File: src/rtl/core/smvm_ram.sv
// ----------------------------------------------------------------------------
// smvm_ram
// Generic single-write, single-read synchronous RAM with a registered read.
// ----------------------------------------------------------------------------
module smvm_ram #(
    parameter int WIDTH = 32,
    parameter int DEPTH = 16
) (
    input  logic                     i_clk,
    input  logic                     i_we,
    input  logic [$clog2(DEPTH)-1:0] i_waddr,
    input  logic [WIDTH-1:0]         i_wdata,
    input  logic                     i_re,
    input  logic [$clog2(DEPTH)-1:0] i_raddr,
    output logic [WIDTH-1:0]         o_rdata
);

    logic [WIDTH-1:0] r_mem [DEPTH];
    logic [WIDTH-1:0] r_rdata;

    // Read data holds while no read is requested.
    always_ff @(posedge i_clk) begin
        if (i_we) begin
            r_mem[i_waddr] <= i_wdata;
        end
        if (i_re) begin
            r_rdata <= r_mem[i_raddr];
        end
    end

    assign o_rdata = r_rdata;

endmodule

File: config.mk
export PLATFORM = sky130hd
export DESIGN_NAME = smvm_ram
export DESIGN_NICKNAME = d
export VERILOG_FILES = /design/src/rtl/core/smvm_ram.sv
export SDC_FILE = /design/constraint.sdc
export NUM_CORES = 1
export LEC_CHECK = 0
export ABC_AREA = 1
export BUFFER_PORTS_ARGS = -buffer_cell sky130_fd_sc_hd__buf_2
export CAP_MARGIN = 5
export CORE_UTILIZATION = 32
export DETAILED_ROUTE_END_ITERATION = 7
export PLACE_DENSITY_LB_ADDON = 0.08
export SKIP_CTS_REPAIR_TIMING = 1
export SLEW_MARGIN = 20
export SYNTH_ARGS = -nofsm -noshare
export SYNTH_HDL_FRONTEND = slang
export SYNTH_SLANG_ARGS = --single-unit
File: constraint.sdc
create_clock -name i_clk -period 2.5 [get_ports i_clk]
set_clock_uncertainty 0.1 [all_clocks]
set_input_delay 0.25 -clock i_clk [delete_from_list [all_inputs] [get_ports i_clk]]
set_output_delay 0.25 -clock i_clk [all_outputs]
set_load 0.02 [all_outputs]
==> impl_metrics.csv <==
group,metric,value,unit
sta,slew_viol_final,0,
final_layout,postLayoutCoreUtil,0.378,
pwr,clockPowerShare,0.433,
critical_path,path_class,"register to output port",
cts,cts_buffer_depth,3,
sta,worstMarginPinSlew,0.818,ns
critical_path,slowest_stage,"edfxtp_1",
final_layout,fin_nets,2279,
final_layout,layout-drive-gt1-share,0.0977,
sta,maxSlewHeadroom,0.454,
floorplanning,die_y,270,um
sta,finalSetupViolations,0,
synth,syn_avg_cell_area,10.9,sq um
synth,synth-seq-cells,544,
detailed_routing,ant_nets,0,
floorplanning,initial_core_util,0.323,
critical_path,crit_chain,"buf_2",
cts,cts_tree,"done",
sta,hold_violations,0,
run_status,outcome,"finished clean",
critical_path,cp.arrival,1.29,ns
pwr,p_switching,4610,uW
floorplanning,die_area,73100,sq um
place,gp_congestion,0.733,
final_layout,area_delta_synth_final,17.1,%
detailed_routing,drt_wl_total,61800,um
detailed_routing,first_pass_iters,4,
place,io_buffers,74,
pwr,power_frac_seq,0.504,
pwr,comb_power_share,0.064,
critical_path,critPathRequiredTime,2.15,ns
synth,ys_seq_area_frac,0.709,
grt,grt_pass1_wl,93100,um
synth,synth_cell_type_count,14,
critical_path,cp.depth,1,
synth,mappedNetlistNets,2163,
pwr,switching_share,0.225,
sta,max_freq,611,MHz
critical_path,crit_family,"flip-flops",
floorplanning,rows,98,
detailed_routing,vias,14600,
run,maxCapViolCount,0,
pwr,internal_power,15900,uW
grt,grtUsageTotal,0.171,
pwr,power_density,760,nW/um^2
synth,yosys_warnings,0,
sta,tns,0,ns
detailed_routing,viasPerCell,4.51,
cts,htreeDepth,3,
floorplanning,core_area,71400,sq um
pwr,leakage,0.0112,uW
detailed_routing,wl_per_cell,19.1,um
place,placed_cells,3086,
floorplanning,fp.dieW,270,um
critical_path,rr_worst_depth,6,
cts,clk_pin_slew,0.06,ns
grt,grt-ovfl-total,0,
critical_path,critPathMaxStageDelay,0.50,ns
cts,cts_inserted_buffers,66,
pwr,vdd_ir_drop_max,0.366,mV
final_layout,layout_commonest_cell,"nand2_1",
grt,antenna_found_initial,2,
place,dp_hpwl,32000,um
critical_path,worst-path-buf-inv,1,
critical_path,critPathCaptureType,"output port",
cts,cts.sinks,544,
sta,period_needed,1.64,ns
synth,synthCells,2120,
critical_path,worst_setup_path_start_kind,"register",
cts,root_buffer,"clkbuf_16",
grt,grt_start_max_net_pins,83,
critical_path,crit_fanout,1,
sta,rsz0062_at_grt,"no",
final_layout,final_cell_mix,"677 x nand2_1, 544 x edfxtp_1, 386 x inv_1, 385 x nand3_1",
floorplanning,boundaryPins,75,
sta,period_share,0.655,
detailed_routing,drt_iter0_drc,773,
cts,clock_latency,0.58,ns
min_path,hp-class,"primary input to register",
min_path,min_path_cells,5,
final_layout,finalNonFillerCells,3234,
synth,netlist_area,23100,sq um
grt,grt_pass1_vias,14600,
detailed_routing,drc,0,
==> through the flow <==
stage | instance area, sq um | setup WS, ns | power [uW] | hold WS (ns)
after floorplan | 23100 | 0.157 | 11300 | 0.249
after global placement | 24700 | 0.495 | 11800 | 0.548
after detailed placement | 24700 | 0.479 | 11800 | 0.552
after CTS | 26700 | 0.820 | 20800 | -0.0866
after global routing | 27000 | 0.817 | 21300 | 0.200
final | 27000 | 0.864 | 20500 | 0.181
==> layout make-up <==
cell class | count | area, sq um
inverters | 390 | 1480
multi-input cells | 1081 | 4670
clock inverters | 28 | 153
well taps | 950 | 1190
diodes | 1 | 2.50
repair buffers | 153 | 1350
clock buffers | 87 | 1840
flip-flops and latches | 544 | 16300
fillers | 7073 | 44400
==> synth_stat cells <==
master / n / area share
buf_1: 14 / 0.0023
buf_12: 1 / 0.00087
buf_2: 41 / 0.0089
buf_4: 6 / 0.0020
buf_6: 29 / 0.014
clkbuf_1: 14 / 0.0023
edfxtp_1: 544 / 0.71
inv_1: 388 / 0.063
inv_2: 1 / 0.00016
inv_4: 1 / 0.00027
nand2_1: 677 / 0.11
nand3_1: 385 / 0.084
nand3b_1: 2 / 0.00065
nor2_1: 17 / 0.0028
==> cells by family after synthesis <==
kind of cell,after synthesis,share of synthesized area
simple gates,1081,0.197
flops,544,0.709
buf+inv,495,0.0941
==> worst paths after layout <==
kind                       to  slack (ns)           from
setup reg to reg  o_rdata[27]        1.23  r_mem[13][27]
hold reg to reg   o_rdata[30]        0.63  r_mem[11][30]
hold / removal    o_rdata[10]        0.18     i_raddr[1]
setup / recovery  o_rdata[10]        0.86    o_rdata[10]
==> state kept, by name, summed over array words and instances, names as in the netlist <==
signal,cells
o_rdata,32
r_mem,512
==> routing by layer <==
layer / global-route usage / part of all wire
met1: 0.238 / 0.48
met2: 0.270 / 0.46
met3: 0.0317 / 0.039
met4: 0.0482 / 0.019
met5: 0 / 0.00021
==> power groups by stage <==
stage                     registers (uW)  logic [uW]  clock network (uW)
after global placement             10500        1300                   0
after floorplan                    10600         696                   0
after global routing               10400        1470                9480
after detailed placement           10500        1300                   0
after CTS                          10300        1310                9170
final                              10300        1310                8870
(Power assumes the default switching activity.)
