### src/rtl/core/smvm_pkg.sv
// ----------------------------------------------------------------------------
// smvm_pkg
// Shared types and constants of the square matrix times vector block.
// ----------------------------------------------------------------------------
package smvm_pkg;

    // Store geometry and number format.
    localparam int MAX_DIM    = 16;
    localparam int VALUE_BITS = 32;
    localparam int FRAC_BITS  = 16;

    localparam int IDX_BITS  = $clog2(MAX_DIM);
    localparam int ADDR_BITS = $clog2(MAX_DIM * MAX_DIM);
    localparam int PROD_BITS = 2 * VALUE_BITS;
    localparam int ACC_BITS  = PROD_BITS + IDX_BITS + 1;

    // Fixed widths of the word fields.
    localparam int CMD_BITS       = 2;
    localparam int FIELD_IDX_BITS = 4;
    localparam int ELEM_BITS      = 32;
    localparam int CFG_BITS       = 5;
    localparam int DIM_RESET      = 16;

    typedef enum logic [CMD_BITS-1:0] {
        CMD_WR_MATRIX = 2'd0,
        CMD_WR_VECTOR = 2'd1,
        CMD_START     = 2'd2
    } t_cmd;

    // Control that travels with each matrix/vector read through the MAC pipe.
    typedef struct packed {
        logic                valid;
        logic                first;
        logic                last_col;
        logic                last_row;
        logic [IDX_BITS-1:0] row;
    } t_tag;

endpackage

### src/rtl/core/smvm_seq.sv
// ----------------------------------------------------------------------------
// smvm_seq
// Input decode, store writes and the row/column read sequencer.
// ----------------------------------------------------------------------------
module smvm_seq import smvm_pkg::*; (
    input  logic                  i_clk,
    input  logic                  i_rst_n,
    input  logic                  i_valid,
    output logic                  o_ready,
    input  logic [CMD_BITS-1:0]   i_cmd,
    input  logic [FIELD_IDX_BITS-1:0] i_row,
    input  logic [FIELD_IDX_BITS-1:0] i_col,
    input  logic [VALUE_BITS-1:0] i_value,
    input  logic                  i_cfg_we,
    input  logic [CFG_BITS-1:0]   i_cfg_wdata,
    input  logic                  i_adv,
    input  logic                  i_mac_busy,
    output logic                  o_mat_we,
    output logic [ADDR_BITS-1:0]  o_mat_waddr,
    output logic                  o_vec_we,
    output logic [IDX_BITS-1:0]   o_vec_waddr,
    output logic [VALUE_BITS-1:0] o_wdata,
    output logic                  o_rd_en,
    output logic [ADDR_BITS-1:0]  o_mat_raddr,
    output logic [IDX_BITS-1:0]   o_vec_raddr,
    output t_tag                  o_tag
);

    // Index of the last row/column in use; zero counts as one, large values clamp.
    function automatic logic [IDX_BITS-1:0] dim_last(input logic [CFG_BITS-1:0] v);
        logic [IDX_BITS-1:0] res;
        if (v == '0) begin
            res = '0;
        end else if (int'(v) > MAX_DIM) begin
            res = IDX_BITS'(MAX_DIM - 1);
        end else begin
            res = IDX_BITS'(int'(v) - 1);
        end
        return res;
    endfunction

    logic                r_busy;
    logic [IDX_BITS-1:0] r_row;
    logic [IDX_BITS-1:0] r_col;
    logic [IDX_BITS-1:0] r_dim_last;
    t_tag                r_tag;
    t_tag                n_tag;

    logic accept;
    logic start;
    logic issue;
    t_cmd cmd;

    // New words only while no multiply reads the stores.
    assign o_ready = !r_busy && !r_tag.valid && !i_mac_busy;
    assign accept  = i_valid && o_ready;
    assign cmd     = t_cmd'(i_cmd);

    always_comb begin
        o_mat_we = 1'b0;
        o_vec_we = 1'b0;
        start    = 1'b0;
        case (cmd)
            CMD_WR_MATRIX: begin
                o_mat_we = accept && (int'(i_row) < MAX_DIM) && (int'(i_col) < MAX_DIM);
            end
            CMD_WR_VECTOR: begin
                o_vec_we = accept && (int'(i_col) < MAX_DIM);
            end
            CMD_START: begin
                start = accept;
            end
            default: begin
                start = 1'b0;
            end
        endcase
    end

    assign o_mat_waddr = ADDR_BITS'(int'(i_row) * MAX_DIM + int'(i_col));
    assign o_vec_waddr = IDX_BITS'(i_col);
    assign o_wdata     = i_value;

    assign issue       = r_busy && i_adv;
    assign o_rd_en     = issue;
    assign o_mat_raddr = ADDR_BITS'(int'(r_row) * MAX_DIM + int'(r_col));
    assign o_vec_raddr = r_col;

    always_comb begin
        n_tag.valid    = issue;
        n_tag.first    = (r_col == '0);
        n_tag.last_col = (r_col == r_dim_last);
        n_tag.last_row = (r_row == r_dim_last);
        n_tag.row      = r_row;
    end

    always_ff @(posedge i_clk) begin
        if (!i_rst_n) begin
            r_busy     <= 1'b0;
            r_row      <= '0;
            r_col      <= '0;
            r_dim_last <= dim_last(CFG_BITS'(DIM_RESET));
            r_tag      <= '0;
        end else begin
            if (i_cfg_we) begin
                r_dim_last <= dim_last(i_cfg_wdata);
            end
            if (start) begin
                r_busy <= 1'b1;
                r_row  <= '0;
                r_col  <= '0;
            end else if (issue) begin
                if (r_col == r_dim_last) begin
                    r_col <= '0;
                    if (r_row == r_dim_last) begin
                        r_busy <= 1'b0;
                    end else begin
                        r_row <= r_row + 1'b1;
                    end
                end else begin
                    r_col <= r_col + 1'b1;
                end
            end
            if (i_adv) begin
                r_tag <= n_tag;
            end
        end
    end

    assign o_tag = r_tag;

endmodule

### config.mk
export PLATFORM = sky130hd
export DESIGN_NAME = smvm_seq
export DESIGN_NICKNAME = d
export VERILOG_FILES = /design/src/rtl/core/smvm_pkg.sv /design/src/rtl/core/smvm_seq.sv
export SDC_FILE = /design/constraint.sdc
export NUM_CORES = 1
export LEC_CHECK = 0
export BUFFER_PORTS_ARGS = -buffer_cell sky130_fd_sc_hd__buf_4
export CORE_MARGIN = 5
export CORE_UTILIZATION = 33
export DETAILED_ROUTE_END_ITERATION = 7
export GPL_ROUTABILITY_DRIVEN = 0
export HOLD_SLACK_MARGIN = 0.08
export MAX_ROUTING_LAYER = met4
export PLACE_DENSITY = 0.69
export SLEW_MARGIN = 20
export SYNTH_ARGS = -nofsm -noshare
export SYNTH_HDL_FRONTEND = slang
export SYNTH_SLANG_ARGS = --single-unit
### constraint.sdc
create_clock -name i_clk -period 1.8 [get_ports i_clk]
set_clock_uncertainty 0.15 [all_clocks]
set_input_delay 0.18 -clock i_clk [delete_from_list [all_inputs] [get_ports i_clk]]
set_output_delay 0.18 -clock i_clk [all_outputs]
set_load 0.02 [all_outputs]
==> flow_metrics.py <==
metrics = {
    "run_status": {
        "status": "complete, no violations",
    },
    "pwr": {
        "power_leakage_uw": 0.000696,
        "peakVddDrop_uv": 230,
        "cellPowerDensity_nw_per_um2": 585,
    },
    "run": {
        "drv_cap": 0,
    },
    "global_route": {
        "grt-ovfl-total": 0,
        "track_usage": 0.100,
        "grt_pass1_vias": 1080,
        "grt_pass1_wl_um": 4880,
        "grt_max_degree": 13,
        "antenna_found_initial": 0,
    },
    "logic_synthesis": {
        "yosysSeqAreaShare": 0.279,
        "synth_cell_types": 34,
        "synth_edf_count": 0,
        "syn_nets": 238,
        "synth_top_cell_area_share": 0.279,
        "synth_warnings": 0,
        "syn-cell-area_um2": 1510,
        "ys_ff_latch": 21,
        "synth_area_leader_cell": "dfxtp_1",
        "synth-main-ff-cell": "dfxtp_1",
        "async_flop_share": 0,
        "postSynthAreaPerCell_um2": 8.32,
        "syn_inst": 181,
        "synth_area_leaders": "dfxtp_1 (28%), buf_4 (26%), mux2i_1 (5.3%), xnor2_1 (4.7%), a21oi_1 (3.7%)",
    },
    "setup_path": {
        "cp_max_fo": 7,
        "crit_required_ps": 1850,
        "path_class": "reg -> reg",
        "ff2ff_setup_slack_ps": 120,
        "start_kind": "flip-flop",
        "critPathArrivalTime_ps": 1730,
        "crit_path_end_kind": "flip-flop",
    },
    "cells_and_area": {
        "multi_input_area_um2": 646,
        "syn_to_final_growth_pct": 5.82,
        "fin_area_um2": 1590,
        "diodes": 0,
        "final_cell_mix": "buf_4 (43), dfxtp_1 (17), a21oi_1 (11)",
        "layout_commonest_cell": "buf_4",
        "nFillCells": 467,
        "nNetsFinal": 236,
        "final_util": 0.363,
        "register_area_um2": 425,
        "drive_above_1_share": 0.315,
    },
    "timing": {
        "tightestPinTransition_ps": 300,
        "hold_violations": 0,
        "tns_ps": 0,
        "rsz0062_at_grt": "no",
        "fin_crit_ps": 1680,
        "drv_slew": 0,
        "finalCritPeriodShare": 0.935,
        "setup_violations": 0,
        "max_freq_mhz": 594,
        "max_slew_margin": 0.797,
    },
    "placed_design": {
        "hpwlAfterDp_um": 2290,
        "io_buffers": 36,
        "placed_area_um2": 1490,
    },
    "floorplan": {
        "io_pins": 121,
        "dieArea_um2": 6010,
        "initial_utilization": 0.343,
        "die-height_um": 77.5,
        "core_area_um2": 4380,
        "fp.dieW_um": 77.5,
        "rows": 24,
    },
    "clock_tree": {
        "cts_tree": "done",
        "cts.path.max_buffers": 2,
        "numCtsBuffers": 3,
        "clkTransAtPathRegs_ps": 80,
        "cts.sinks": 21,
        "h-tree-depth": 1,
        "clock_latency_ps": 260,
        "cts_root_buf": "clkbuf_8",
    },
    "route": {
        "firstDrtPassIters": 4,
        "ant_nets": 0,
        "detail_route.vias_per_cell": 4.91,
        "drt_iter0_markers": 47,
        "drc": 0,
        "wire_per_inst_um": 12.7,
        "routed_wl_um": 2920,
        "vias": 1129,
    },
    "min_path": {
        "min_path_type": "in -> reg",
    },
}
==> power by group <==
| part | total (µW) | leakage [µW] | internal (µW) | switching (µW) |
|---|---|---|---|---|
| Sequential | 486 | 0.000173 | 475 | 11.1 |
| Clock | 308 | 0.0000255 | 154 | 153 |
| Combinational | 138 | 0.000498 | 70.1 | 68.1 |
| Total | 932 | 0.000696 | 699 | 233 |
==> sequential cells by signal (all words and copies together) (netlist names) <==
register / count
r_dim_last: 4
r_busy: 1
o_vec_raddr: 4
o_tag: 8
r_row: 4
==> synthesized netlist by cell type, types with 3 or more instances <==
cell type,instances
nor2_1,9
nor3_1,4
o31ai_1,5
buf_4,53
inv_1,9
nand2_1,9
nor2b_1,3
a21oi_1,11
ha_1,4
nand4_1,4
or4_1,3
dfxtp_1,21
nand3_1,5
xnor2_1,8
nand2b_1,3
mux2i_1,8
==> final timing paths <==
check / cells after the start / endpoint / startpoint
max: 4 / r_row[3] / r_row[2]
min: 4 / r_dim_last[3] / i_cfg_wdata[1]
max reg2reg: 4 / r_row[3] / r_row[2]
min reg2reg: 2 / o_tag[4] / o_tag[4]
==> layout make-up <==
class                           instances  area share
Timing Repair Buffer                   48       0.234
Clock buffer                            3      0.0259
Sequential cell                        21       0.267
Inverter                               10      0.0236
Tap cell                               52      0.0408
Clock inverter                          1     0.00314
Multi-Input combinational cell         95       0.405
==> per-stage QoR <==
stage                     std cells  worst slack [ps]  hold slack (ps)  total power (µW)
after floorplan                 181              6.92              102               713
after global placement          221               159              210               624
after detailed placement        221               143              210               626
after CTS                       230              37.1              109               949
after global routing            230              46.7              140               982
final                           230               116              112               932
==> worst max-delay path: stages, from the launching register on <==
cell and delay, ps:
dfxtp_1 450, xnor2_1 120, and4_4 220, or4_1 500
a21oi_1 160
==> logic make-up after synthesis <==
group | share of synthesized area
buffers and inverters | 0.299
XOR/XNOR | 0.0466
multiplexers | 0.0532
flip-flops | 0.279
AO/OA/AOI/OAI | 0.119
AND/OR/NAND/NOR | 0.170
adder cells (fa/ha/maj) | 0.0333
==> timing repair <==
| action | in CTS | in global routing |
|---|---|---|
| hold endpoints to repair | 5 | 0 |
| buffers inserted | 0 | 0 |
| gates resized for setup | 0 | 1 |
| hold buffers | 5 | 0 |
| endpoints found under the setup margin | 0 | 1 |
==> per-layer routing <==
metal / routed length, µm / global-route usage / part of all wire / up-vias
met3: 278 / 0.0336 / 0.095 / 9
met4: 63 / 0.0601 / 0.022 / 0
met2: 1260 / 0.143 / 0.43 / 43
met1: 1320 / 0.121 / 0.45 / 509
met5: 0 / - / 0 / -
li1: - / - / - / 568
Note: power is estimated with default switching activity, not from simulation.
