==> config.mk <==
export PLATFORM = sky130hd
export DESIGN_NAME = smvm_mac
export DESIGN_NICKNAME = d
export VERILOG_FILES = /design/src/rtl/core/smvm_pkg.sv /design/src/rtl/core/smvm_mac.sv
export SDC_FILE = /design/constraint.sdc
export NUM_CORES = 2
export LEC_CHECK = 0
export BUFFER_PORTS_ARGS = -buffer_cell sky130_fd_sc_hd__buf_2
export CORE_MARGIN = 2
export CORE_UTILIZATION = 60
export DETAILED_ROUTE_END_ITERATION = 8
export PLACE_DENSITY = 0.8
export SKIP_LAST_GASP = 1
export SYNTH_ARGS = -nofsm -noshare
export SYNTH_HDL_FRONTEND = slang
export SYNTH_SLANG_ARGS = --single-unit
==> constraint.sdc <==
create_clock -name i_clk -period 7.5 [get_ports i_clk]
set_input_delay 0.75 -clock i_clk [delete_from_list [all_inputs] [get_ports i_clk]]
set_output_delay 0.75 -clock i_clk [all_outputs]
set_load 0.005 [all_outputs]
==> src/rtl/core/smvm_pkg.sv <==
// ----------------------------------------------------------------------------
// smvm_pkg
// Shared types and constants of the square matrix times vector block.
// ----------------------------------------------------------------------------
package smvm_pkg;

    // Store geometry and number format.
    localparam int MAX_DIM    = 16;
    localparam int VALUE_BITS = 32;
    localparam int FRAC_BITS  = 16;

    localparam int IDX_BITS  = $clog2(MAX_DIM);
    localparam int ADDR_BITS = $clog2(MAX_DIM * MAX_DIM);
    localparam int PROD_BITS = 2 * VALUE_BITS;
    localparam int ACC_BITS  = PROD_BITS + IDX_BITS + 1;

    // Fixed widths of the word fields.
    localparam int CMD_BITS       = 2;
    localparam int FIELD_IDX_BITS = 4;
    localparam int ELEM_BITS      = 32;
    localparam int CFG_BITS       = 5;
    localparam int DIM_RESET      = 16;

    typedef enum logic [CMD_BITS-1:0] {
        CMD_WR_MATRIX = 2'd0,
        CMD_WR_VECTOR = 2'd1,
        CMD_START     = 2'd2
    } t_cmd;

    // Control that travels with each matrix/vector read through the MAC pipe.
    typedef struct packed {
        logic                valid;
        logic                first;
        logic                last_col;
        logic                last_row;
        logic [IDX_BITS-1:0] row;
    } t_tag;

endpackage

==> src/rtl/core/smvm_mac.sv <==
// ----------------------------------------------------------------------------
// smvm_mac
// Multiply, full-width accumulate, saturating narrow and the result register.
// ----------------------------------------------------------------------------
module smvm_mac import smvm_pkg::*; (
    input  logic                  i_clk,
    input  logic                  i_rst_n,
    input  t_tag                  i_tag,
    input  logic [VALUE_BITS-1:0] i_mat_data,
    input  logic [VALUE_BITS-1:0] i_vec_data,
    input  logic                  i_out_ready,
    output logic                  o_adv,
    output logic                  o_busy,
    output logic                  o_out_valid,
    output logic [IDX_BITS-1:0]   o_out_row,
    output logic [VALUE_BITS-1:0] o_out_value,
    output logic                  o_out_sat,
    output logic                  o_out_last
);

    t_tag                        r_s2;
    logic signed [PROD_BITS-1:0] r_prod;
    logic signed [ACC_BITS-1:0]  r_acc;
    logic                        r_out_valid;
    logic [IDX_BITS-1:0]         r_out_row;
    logic [VALUE_BITS-1:0]       r_out_value;
    logic                        r_out_sat;
    logic                        r_out_last;

    logic signed [PROD_BITS-1:0] n_prod;
    logic signed [ACC_BITS-1:0]  n_acc;
    logic signed [ACC_BITS-1:0]  shifted;
    logic [ACC_BITS-VALUE_BITS:0] top;
    logic                        fits;
    logic [VALUE_BITS-1:0]       n_value;

    // The whole pipe moves only when the result register can take a word.
    assign o_adv  = !r_out_valid || i_out_ready;
    assign o_busy = r_s2.valid;

    assign n_prod  = $signed(i_mat_data) * $signed(i_vec_data);
    assign n_acc   = (r_s2.first ? ACC_BITS'(0) : r_acc) + ACC_BITS'(r_prod);
    assign shifted = n_acc >>> FRAC_BITS;
    assign top     = shifted[ACC_BITS-1:VALUE_BITS-1];
    assign fits    = (&top) || !(|top);

    always_comb begin
        if (fits) begin
            n_value = shifted[VALUE_BITS-1:0];
        end else if (n_acc[ACC_BITS-1]) begin
            n_value = {1'b1, {(VALUE_BITS-1){1'b0}}};
        end else begin
            n_value = {1'b0, {(VALUE_BITS-1){1'b1}}};
        end
    end

    always_ff @(posedge i_clk) begin
        if (!i_rst_n) begin
            r_s2        <= '0;
            r_out_valid <= 1'b0;
        end else begin
            if (o_adv) begin
                r_s2   <= i_tag;
                r_prod <= n_prod;
                if (r_s2.valid) begin
                    r_acc <= n_acc;
                end
            end
            if (o_adv && r_s2.valid && r_s2.last_col) begin
                r_out_valid <= 1'b1;
                r_out_row   <= r_s2.row;
                r_out_value <= n_value;
                r_out_sat   <= !fits;
                r_out_last  <= r_s2.last_row;
            end else if (i_out_ready) begin
                r_out_valid <= 1'b0;
            end
        end
    end

    assign o_out_valid = r_out_valid;
    assign o_out_row   = r_out_row;
    assign o_out_value = r_out_value;
    assign o_out_sat   = r_out_sat;
    assign o_out_last  = r_out_last;

endmodule

==> results.yml <==
floorplanning:
  std_cell_rows: 103
  die_h_um: 285
  num_io_pins: 116
  die_w_um: 285
  initial_utilization: 0.603
  die_area_sq_um: 81300
  core_sq_um: 78600
min_path:
  hp-class: "reg -> reg"
  min_path_cells: 0
  min_from: "r_s2[2]"
synthesis:
  yosysWarningCount: 0
  avgSynthCellArea_sq_um: 9.54
  synthTopCellsByArea: "fa_1, edfxtp_1, inv_1, and2_1, ha_1"
  syn_nets: 6379
  synth.largest_area_cell: "fa_1"
  yosysUniqueCellTypes: 86
  netlist_area_sq_um: 47400
  synthArstFlopShare: 0
  syn_inst: 4969
  ys_seq_elements: 180
  netlist.area_leader.share: 0.457
  synth_flop_cell: "edfxtp_1"
  synth-edff-count: 171
  yosysSeqAreaShare: 0.112
routing:
  drtIter0Drc: 3075
  routedWlPerCell_um: 19.5
  vias: 35900
  maxUsedRoutingLayer: "met4"
  wl_met3_um: 11800
  dr.pass1.iters: 6
  met1_length_um: 51800
  wl_um: 124000
  drc: 0
  avgViaCountPerCell: 5.66
  ant_nets: 0
  met2_length_um: 57000
cells_and_area:
  final_core_util: 0.685
  fill_cells: 5736
  layout-drive-gt1-share: 0.152
  nNetsFinal: 6681
  area_delta_synth_final_pct: 13.6
  n_antenna_cell: 0
worst_setup_path:
  r2r_start: "r_s2[6]"
  startpoint: "i_mat_data[11]"
  required_ns: 7.70
  end_kind: "register"
  crit_fanout: 15
  cp_data_arrival_time_ns: 7.84
  rr_worst_depth: 17
  crit_type: "in -> reg"
  start_kind: "primary input"
sta:
  slew_violations: 0
  hold_violations: 0
  fmax_mhz: 131
  skew_ns: 0.0121
  period_needed_ns: 7.64
  fin_crit_sh: 1.02
  rsz0062_at_grt: "true"
  setup_viol: 9
  finalWorstSetupSlack_ns: -0.136
  max_slew_margin: 0.371
  tightest_slew_ns: 0.943
clock_tree:
  path_clk_slew_ns: 0.07
  cts_root_buf: "clkbuf_16"
  cts_tree: "done"
  ctsHoldBuffers: 0
  cts.htree.levels: 4
  clockBufferDepth: 2
  clk_latency_ns: 0.45
  cts_sinks: 180
  cts_buffers: 17
global_routing:
  grt_overflow: 0
  first_global_vias: 37800
  grt_usage: 0.308
  grt_pass1_wl_um: 199000
  grt_antenna_before_repair: 0
  grt_max_degree: 71
flow_run:
  cap_violations: 0
outcome:
  status: "finished with violations"
  violations: "negative setup slack"
placement:
  dp_hpwl_um: 103000
  gp_congestion: 0.949
  io_buffers: 115
==> kinds of logic after synthesis <==
group | Yosys count | share of synthesized area
XOR/XNOR | 130 | 0.0242
AO/OA/AOI/OAI | 525 | 0.0731
buffers and inverters | 1288 | 0.104
multiplexers | 5 | 0.00108
AND/OR/NAND/NOR | 1506 | 0.162
flip-flops | 180 | 0.112
adder cells (fa/ha/maj) | 1335 | 0.524
==> sequential cells by signal, indices dropped and copies added, names as in the netlist <==
register	cells
r_acc	69
o_out_row	4
o_out_valid	1
o_out_sat	1
o_busy	1
o_out_last	1
r_s2	7
o_out_value	32
r_prod	64
==> critical path: stages <==
cell,delay [ns]
buf_6,0.17
buf_12,0.17
nand2_1,0.08
fa_1,0.57
inv_1,0.07
fa_1,0.51
fa_1,0.53
fa_1,0.59
fa_2,0.65
fa_1,0.45
fa_1,0.51
fa_1,0.45
ha_4,0.29
nand3_2,0.09
nor2_2,0.16
nand2_2,0.11
nor3_4,0.19
o211ai_1,0.11
buf_4,0.17
a31oi_4,0.20
o311ai_2,0.10
a32o_2,0.28
buf_4,0.14
buf_6,0.11
nor2_4,0.12
a41oi_2,0.11
xnor2_1,0.14
==> synth_stat cells (4+ instances only) <==
cell type	count
a31oi_1	46
and3_1	11
o21a_1	16
edfxtp_1	171
nor4_1	11
ha_1	252
o21bai_1	21
inv_1	1027
nand4_1	39
dfxtp_1	9
nor3_1	30
mux2i_1	4
or3_1	9
o21ba_2	4
fa_1	1083
nor2b_1	78
xnor2_1	84
o31ai_1	9
clkbuf_1	221
buf_2	30
a211oi_1	19
o21ai_0	87
xor2_1	45
or2_2	5
nand2_1	598
nor2_1	104
a21oi_1	138
a21oi_2	32
a21o_1	75
a21boi_0	13
o21ai_1	10
nand2b_1	25
buf_6	6
and4_1	7
nand3_1	42
o211ai_1	9
and2_1	524
==> repair_timing <==
item | 4_1_cts | 5_1_grt
endpoints found under the setup margin | 18 | 24
gates resized for setup | 111 | 206
setup buffers | 14 | 27
gates cloned | 1 | 6
pin swaps | 44 | 92
==> path summary, 6_finish.rpt <==
kind,end,slack [ns]
max,r_prod[57],-0.14
min,o_out_row[2],0.44
max reg2reg,o_out_sat,1.83
min reg2reg,o_out_row[2],0.44
==> cell usage in the layout, fill, tap and decap left out, types with 16 or more instances in the layout <==
| master | synthesis | layout |
|---|---|---|
| nor2_1 | 104 | 99 |
| clkbuf_16 | 0 | 23 |
| inv_1 | 1027 | 1011 |
| xor2_1 | 45 | 45 |
| fa_2 | 0 | 56 |
| nand2_1 | 598 | 588 |
| o21a_1 | 16 | 16 |
| buf_4 | 2 | 369 |
| o21ai_0 | 87 | 69 |
| ha_1 | 252 | 234 |
| xnor2_1 | 84 | 83 |
| a21oi_2 | 32 | 47 |
| nor3_1 | 30 | 29 |
| nand3_1 | 42 | 38 |
| a21oi_1 | 138 | 123 |
| o21bai_1 | 21 | 20 |
| nor2b_1 | 78 | 78 |
| nand4_1 | 39 | 39 |
| a21o_1 | 75 | 75 |
| buf_8 | 0 | 18 |
| o21ai_1 | 10 | 24 |
| nand2b_1 | 25 | 25 |
| edfxtp_1 | 171 | 171 |
| a211oi_1 | 19 | 16 |
| buf_12 | 0 | 45 |
| fa_1 | 1083 | 1027 |
| a31oi_1 | 46 | 43 |
| buf_2 | 30 | 60 |
| and2_1 | 524 | 509 |
| buf_6 | 6 | 38 |
| ha_4 | 0 | 16 |
==> final cells by class <==
class / count / area [sq um] / area share
inverter: 1027 / 3860 / 0.0717
clock buffer: 17 / 425 / 0.00790
clock inverter: 15 / 168 / 0.00311
tap: 1050 / 1310 / 0.0244
multi-input combinational: 3501 / 37800 / 0.703
sequential: 180 / 5320 / 0.0987
timing repair buffer: 544 / 4920 / 0.0914
==> stage by stage <==
step | cell area, sq um | hold slack, ns | instances | setup TNS (ns) | setup slack, ns
floorplan | 47700 | 0.408 | 4969 | -0.191 | -0.0638
global placement | 51700 | 0.412 | 6254 | -13.30 | -0.839
detailed placement | 51700 | 0.424 | 6254 | -16.23 | -0.924
CTS | 52800 | 0.439 | 6301 | -0.139 | -0.0697
global route | 53800 | 0.444 | 6334 | -3.89 | -0.331
finish | 53800 | 0.438 | 6334 | -0.698 | -0.136
==> per-layer routing <==
| layer | vias to the layer above | track usage |
|---|---|---|
| li1 | 15700 | - |
| met4 | 0 | 0.0705 |
| met2 | 1831 | 0.483 |
| met1 | 18100 | 0.452 |
| met5 | - | 0 |
| met3 | 238 | 0.0546 |
Power is not shown: default switching activity piles up to over one toggle a cycle in this logic, so the estimate is an artifact.
